### src/rtl/cvkt_pkg.sv
`timescale 1ns / 1ps

package cvkt_pkg;

    localparam int DW = 32;
    localparam int FB = 16;
    localparam int CFG_IDX_W = 2;
    localparam int CFG_DATA_W = 31;

    localparam logic [CFG_IDX_W-1:0] REG_TIME_STEP = 2'd0;
    localparam logic [CFG_IDX_W-1:0] REG_MEAS_NOISE = 2'd1;
    localparam logic [CFG_IDX_W-1:0] REG_PROC_POS = 2'd2;
    localparam logic [CFG_IDX_W-1:0] REG_PROC_VEL = 2'd3;

    localparam logic signed [DW-1:0] VMAX = {1'b0, {(DW-1){1'b1}}};
    localparam logic signed [DW-1:0] VMIN = {1'b1, {(DW-1){1'b0}}};
    localparam logic signed [DW-1:0] ONE = DW'(1) << FB;

    // Datapath operations issued by the controller.
    typedef enum logic [3:0] {
        OP_NONE,
        OP_LOAD,
        OP_MEAS,
        OP_P,
        OP_T,
        OP_A1,
        OP_A2,
        OP_A3,
        OP_S,
        OP_DIV1,
        OP_DIV2,
        OP_UP,
        OP_UV,
        OP_UA,
        OP_UB,
        OP_UC
    } op_t;

    typedef struct packed {
        op_t        op;
        logic [1:0] axis;
        logic       div_start;
    } cmd_t;

    typedef struct packed {
        logic div_busy;
        logic s_pos;
    } sts_t;

    function automatic logic signed [DW-1:0] sat_add(
        input logic signed [DW-1:0] a, input logic signed [DW-1:0] b);
        logic signed [DW:0] s;
        s = {a[DW-1], a} + {b[DW-1], b};
        if (s[DW] != s[DW-1]) return s[DW] ? VMIN : VMAX;
        return s[DW-1:0];
    endfunction

    function automatic logic signed [DW-1:0] sat_sub(
        input logic signed [DW-1:0] a, input logic signed [DW-1:0] b);
        logic signed [DW:0] s;
        s = {a[DW-1], a} - {b[DW-1], b};
        if (s[DW] != s[DW-1]) return s[DW] ? VMIN : VMAX;
        return s[DW-1:0];
    endfunction

    // Rounded, saturated fixed-point product.
    function automatic logic signed [DW-1:0] fx_mul(
        input logic signed [DW-1:0] a, input logic signed [DW-1:0] b);
        logic [DW-1:0] ma;
        logic [DW-1:0] mb;
        logic [2*DW:0] p;
        logic [2*DW:0] q;
        logic neg;
        ma = a[DW-1] ? DW'(-a) : DW'(a);
        mb = b[DW-1] ? DW'(-b) : DW'(b);
        neg = a[DW-1] ^ b[DW-1];
        p = (2*DW+1)'(ma) * (2*DW+1)'(mb) + ((2*DW+1)'(1) << (FB-1));
        q = p >> FB;
        if (neg) begin
            if (q > (2*DW+1)'({1'b1, {(DW-1){1'b0}}})) return VMIN;
            return DW'(-q[DW-1:0]);
        end
        if (q > (2*DW+1)'(VMAX)) return VMAX;
        return q[DW-1:0];
    endfunction

endpackage

### src/rtl/cvkt_ctrl.sv
`timescale 1ns / 1ps

// Sequencer: walks three axes through predict, divide (if s > 0) and update.
module cvkt_ctrl (
    input  logic           clk,
    input  logic           rst_n,
    input  logic           in_valid,
    output logic           in_stall,
    output logic           out_valid,
    input  logic           out_stall,
    output cvkt_pkg::cmd_t cmd,
    input  cvkt_pkg::sts_t sts
);
    typedef enum logic [2:0] {
        ST_IDLE,
        ST_RUN,
        ST_DIV1,
        ST_DIV2,
        ST_OUT
    } state_t;

    state_t     state_reg;
    logic       started_reg;
    logic       wait_reg;
    logic [1:0] axis_reg;
    cvkt_pkg::op_t op_reg;
    logic       accept;

    assign in_stall = (state_reg != ST_IDLE) && !(state_reg == ST_OUT && !out_stall);
    assign out_valid = (state_reg == ST_OUT);
    assign accept = in_valid && !in_stall;

    // The first measurement loads the position; later ones are only latched.
    always_comb
    begin
        cmd.axis = axis_reg;
        cmd.op = op_reg;
        cmd.div_start = 1'b0;
        if ((state_reg == ST_DIV1 || state_reg == ST_DIV2) && wait_reg) cmd.div_start = 1'b1;
        if (accept) cmd.op = started_reg ? cvkt_pkg::OP_MEAS : cvkt_pkg::OP_LOAD;
    end

    // State, axis and operation registers.
    always_ff @(posedge clk or negedge rst_n)
    begin
        if (!rst_n)
        begin
            state_reg   <= ST_IDLE;
            started_reg <= 1'b0;
            wait_reg    <= 1'b0;
            axis_reg    <= '0;
            op_reg      <= cvkt_pkg::OP_NONE;
        end
        else
        begin
            unique case (state_reg)
                ST_IDLE, ST_OUT:
                begin
                    if (accept)
                    begin
                        started_reg <= 1'b1;
                        axis_reg <= '0;
                        if (started_reg)
                        begin
                            state_reg <= ST_RUN;
                            op_reg <= cvkt_pkg::OP_P;
                        end
                        else
                        begin
                            state_reg <= ST_IDLE;
                            op_reg <= cvkt_pkg::OP_NONE;
                        end
                    end
                    else
                    begin
                        op_reg <= cvkt_pkg::OP_NONE;
                        if (state_reg == ST_OUT && !out_stall) state_reg <= ST_IDLE;
                    end
                end
                ST_RUN:
                begin
                    unique case (op_reg)
                        cvkt_pkg::OP_P:  op_reg <= cvkt_pkg::OP_T;
                        cvkt_pkg::OP_T:  op_reg <= cvkt_pkg::OP_A1;
                        cvkt_pkg::OP_A1: op_reg <= cvkt_pkg::OP_A2;
                        cvkt_pkg::OP_A2: op_reg <= cvkt_pkg::OP_A3;
                        cvkt_pkg::OP_A3: op_reg <= cvkt_pkg::OP_S;
                        cvkt_pkg::OP_S:
                        begin
                            op_reg <= sts.s_pos ? cvkt_pkg::OP_DIV1 : cvkt_pkg::OP_UP;
                            if (sts.s_pos)
                            begin
                                state_reg <= ST_DIV1;
                                wait_reg <= 1'b1;
                            end
                        end
                        cvkt_pkg::OP_UP: op_reg <= cvkt_pkg::OP_UV;
                        cvkt_pkg::OP_UV: op_reg <= cvkt_pkg::OP_UA;
                        cvkt_pkg::OP_UA: op_reg <= cvkt_pkg::OP_UC;
                        cvkt_pkg::OP_UC: op_reg <= cvkt_pkg::OP_UB;
                        cvkt_pkg::OP_UB:
                        begin
                            if (axis_reg == 2'd2)
                            begin
                                state_reg <= ST_OUT;
                                op_reg <= cvkt_pkg::OP_NONE;
                            end
                            else
                            begin
                                axis_reg <= axis_reg + 2'd1;
                                op_reg <= cvkt_pkg::OP_P;
                            end
                        end
                        default: op_reg <= cvkt_pkg::OP_NONE;
                    endcase
                end
                ST_DIV1, ST_DIV2:
                begin
                    if (!wait_reg && !sts.div_busy)
                    begin
                        if (state_reg == ST_DIV1)
                        begin
                            state_reg <= ST_DIV2;
                            op_reg <= cvkt_pkg::OP_DIV2;
                            wait_reg <= 1'b1;
                        end
                        else
                        begin
                            state_reg <= ST_RUN;
                            op_reg <= cvkt_pkg::OP_UP;
                        end
                    end
                    else
                    begin
                        wait_reg <= 1'b0;
                    end
                end
                default: state_reg <= ST_IDLE;
            endcase
        end
    end
endmodule

### config.mk
export PLATFORM = sky130hd
export DESIGN_NAME = cvkt_ctrl
export DESIGN_NICKNAME = d
export VERILOG_FILES = /design/src/rtl/cvkt_pkg.sv /design/src/rtl/cvkt_ctrl.sv
export SDC_FILE = /design/constraint.sdc
export NUM_CORES = 1
export LEC_CHECK = 0
export BUFFER_PORTS_ARGS = -buffer_cell sky130_fd_sc_hd__buf_2
export CORE_MARGIN = 3
export CORE_UTILIZATION = 40
export DETAILED_ROUTE_END_ITERATION = 12
export GPL_TIMING_DRIVEN = 0
export SLEW_MARGIN = 20
export SYNTH_ARGS = -nofsm -noshare
export SYNTH_HDL_FRONTEND = slang
export SYNTH_SLANG_ARGS = --single-unit
export TNS_END_PERCENT = 20
### constraint.sdc
create_clock -name clk -period 1.7 [get_ports clk]
set_input_delay 0.085 -clock clk [delete_from_list [all_inputs] [get_ports clk]]
set_output_delay 0.085 -clock clk [all_outputs]
set_load 0.005 [all_outputs]
# After elaboration in Yosys (flattened, before gate mapping)
# Index checks and enable logic that the tools add are counted.
# totals
regBits	11
out_inout_bits	9
word_cells	85
# op_classes
addsub	1
eq_ne	27
mux	29
reduce_logical	23
# ops
op	n
$pmux 4 s11	1
$eq 4x4->1 const B	6
$eq 4x3->1 const B	4
$mux 2	8
$mux 3	5
$mux 4	3
$ne 3x3->1 const B	4
$pmux 4 s3	1
$ne 2x2->1 const B	5
$pmux 3 s3	1
$reduce_and 4->1	2
$mux 1	7
$eq 3x2->1 const B	2
$pmux 3 s2	1
$reduce_bool 3->1	2
$logic_and 1x1->1	5
$logic_not 1->1	5
$reduce_and 5->1	1
$eq 4x2->1 const B	1
$pmux 2 s2	1
$reduce_and 2->1	2
$reduce_bool 2->1	2
$reduce_or 2->1	2
$eq 3x1->1 const B	1
other kinds (8)	8

# Longest topological paths before layout
# logic_depth
depth_word	8
depth_mapped	6
mapped_depth_nobuf	6

# Least setup slack after synthesis
# Ideal clock, no wire load.
# synth_path
path_kind	register to register
start	register axis_reg[0]
end	register op_reg[1]
setup_time_ps	131
t_arrival_ps	1261
required_time_ps	1569
slack_ps	308
stages_incl_launch_ff	7
path_buffers	0
period_less_slack_ps	1392
path_cell_list	dfrtp_1 > inv_1 > ha_1 > a21boi_0 > o211a_1 > o221ai_1 > a31oi_1
# synth_between
elab_chain_len	4
# synth_lines
item	line_no	rtl
start, declared	cvkt_ctrl.sv:25	logic [1:0] axis_reg;
start signal, assigned	cvkt_ctrl.sv:110	axis_reg <= axis_reg + 2'd1;
$eq 2x2->1	cvkt_ctrl.sv:103	if (axis_reg == 2'd2)
$mux 2	cvkt_ctrl.sv:103	
$pmux 4 s11	cvkt_ctrl.sv:82	unique case (op_reg)
$pmux 4 s3	cvkt_ctrl.sv:56	unique case (state_reg)
end signal, assigned	cvkt_ctrl.sv:83	cvkt_pkg::OP_P: op_reg <= cvkt_pkg::OP_T;
end signal, assigned	cvkt_ctrl.sv:84	cvkt_pkg::OP_T: op_reg <= cvkt_pkg::OP_A1;
end signal, assigned	cvkt_ctrl.sv:85	cvkt_pkg::OP_A1: op_reg <= cvkt_pkg::OP_A2;
end, declared	cvkt_ctrl.sv:26	cvkt_pkg::op_t op_reg;
# Every way passes these cells.
# A chain may end at the register's enable or synchronous reset.

==> metrics.yaml <==
ys_ff_latch: 11
ys_types: 46
critPathLaunch: "state_reg[1]"
fp-row-count: 16
finalCriticalPeriod_ps: 1590
status: "complete, no violations"
end_kind: "output port"
dp_hpwl_um: 1570
cp-start-kind: "register"
placed_cell_area_um2: 983
min_to: "state_reg[1]"
reg2reg_depth: 6
ioPinCount: 15
synth_edf_count: 0
hold_depth: 3
htreeDepth: 1
core_um2: 2020
max-slew-margin-rel_pct: 69.8
skew_ps: 1.27
p_per_area_nw_per_um2: 952
hold_viol_final: 0
holdWs_ps: 147
slowest_stage: "dfrtp_2"
fin_nets: 131
clock_sinks: 11
yosysTopAreaCellShare_pct: 31.3
yosysWarningCount: 0
tightestPinTransition_ps: 450
clk_pin_slew_ps: 70
seq_area_frac_synth_pct: 31.3
fin_total_pwr_uw: 991
hold_path_class: "input pin to register"
grt_overflow_total: 0
final_area_um2: 1040
path_delay_family: "simple AND/OR/NAND/NOR gates"
crit_type: "register to output port"
yosysMostFrequentCell: "nand2_1"
firstDrtPassIters: 4
syn_nets: 109
vias_per_cell: 5.71
grt_pass1_vias: 785
worstPathArrival_ps: 1510
period_share_pct: 93.6
final.setup.tns_ps: 0
ys_async_sr_fraction_pct: 100
grt_max_degree: 12
numCtsBuffers: 3
die_height_um: 52.9
initial_utilization_pct: 43.5
grt_first_pass_wirelength_um: 3440
synth_area_um2: 880
reg2reg_from: "axis_reg[0]"
leakage_uw: 0.000486
drt_iter0_drc: 20
cts_tree: "done"
gp_congestion: 0.830
diodes: 0
largest_reg_flops: 4
finalSetupViolCount: 0
min_from: "sts[0]"
die_area_um2: 2800
wl_per_cell_um: 14.1
drt_wl_total_um: 2110
area_growth_pct: 18.4
chipWidth_um: 52.9
rr_endpoint: "op_reg[1]"
fin_ws_ps: 108
rrSetupSlack_ps: 210
cts_buffer_depth: 2
pre_cts_slack_ps: 129
path_buf_inv: 1
synth_flop_cell: "dfrtp_1"
slew_violations: 0
track_usage_pct: 17.1
max_cap_violations: 0
syn_inst: 102
slowest_delay_ps: 470
yosysTopAreaCell: "dfrtp_1"
clk_latency_ps: 270
clock.fmax_mhz: 628
ir_drop_uv: 726
synthTopCellsByCount: "nand2_1, dfrtp_1, nor2_1, a31oi_1, o21ai_0"
postRouteAntennaNets: 0
avgSynthCellArea_um2: 8.62
ys_top_cells_by_area: "dfrtp_1, nand2_1, a31oi_1, nor2_1, o21ai_0"
route.detailed.drc: 0
clock-root-buffer: "clkbuf_4"
drive_gt1_share_pct: 30.9
crit_required_ps: 1620
vias: 857
io_buffer_count: 14
crit_path_cell_trace: "nor2_4, and3_1, nand2_1, o21a_1, buf_2"
rsz0062_at_grt: "false"
antenna_found_initial: 0
worst-path-max-fanout: 6
[logic make-up (layout without fill, tap and decap cells)]
group                    after synthesis  in the layout  synth area share (%)
AO/OA/AOI/OAI                         38             38                  29.4
adder cells (fa/ha/maj)                1              1                  1.42
buffers and inverters                 10             31                  7.40
flip-flops                            11             11                  31.3
AND/OR/NAND/NOR                       42             42                  30.4
[metal layers]
layer  GRT usage [%]  up-vias  part of all wire [%]
li1                -      427                     -
met1            23.5      406                    47
met2            26.0       20                    48
met3            2.54        4                   3.7
met4            8.09        0                  0.95
met5               0        -                     0
[final cells by class]
cell class / instances / area (um2)
multi-input combinational: 81 / 544
clock buffer: 4 / 26.3
sequential: 11 / 277
timing repair buffer: 17 / 95.1
inverter: 4 / 15.0
tap: 27 / 33.8
buffer: 6 / 50.0
fill: 204 / 981
[worst register-to-register path: cells and delay by family (launching register included)]
kind / cells / cell delay, ps
DFF: 1 / 410
AOI/OAI and AO/OA: 4 / 630
adders and majority gates: 1 / 270
buffers and inverters: 1 / 70
[cells in the final DEF (no fill, tap or decap), drive strengths merged]
cell,Yosys,final
buf,6,22
nand2,12,12
dfrtp,11,11
nor2,10,10
o21ai,9,9
a31oi,7,7
a21oi,5,5
inv,4,4
clkbuf,0,4
nand2b,3,3
nor3b,3,3
and2,2,2
nand4b,2,2
a22oi,2,2
o31ai,2,2
a211oi,2,2
and3,1,1
nand3,1,1
o21a,1,1
and3b,1,1
a21o,1,1
nor2b,1,1
and4b,1,1
a31o,1,1
a32oi,1,1
o21bai,1,1
a221oi,1,1
a2bb2oi,1,1
nor3,1,1
nor4bb,1,1
or2,1,1
o22ai,1,1
nor4,1,1
a21boi,1,1
nand3b,1,1
o211a,1,1
o221ai,1,1
ha,1,1
dlygate4sd3,0,1
[how the worst max path moves through the flow]
stage | to | depth (start not counted)
floorplan | op_reg[1] | 6
global placement | op_reg[1] | 6
detailed placement | op_reg[1] | 6
CTS | cmd[3] | 5
global route | cmd[3] | 5
finish | cmd[3] | 5
[stage by stage]
stage	utilization (%)	cells
after CTS	50.4	148
after detailed placement	48.6	143
after floorplan	-	102
after global placement	48.6	143
after global routing	51.5	150
final	51.5	150
[repair_timing]
action | in CTS | in global routing
endpoints found under the setup margin | 0 | 2
hold endpoints to repair | 11 | 0
gates resized for setup | 0 | 3
hold buffers | 1 | 0
buffers inserted | 0 | 2
[power breakdown]
group	total, uW	internal [uW]	switching [uW]
Sequential	351	311	40.1
Combinational	460	216	245
Clock	181	90.8	89.7
Total	991	617	374
(Power assumes the default switching activity.)
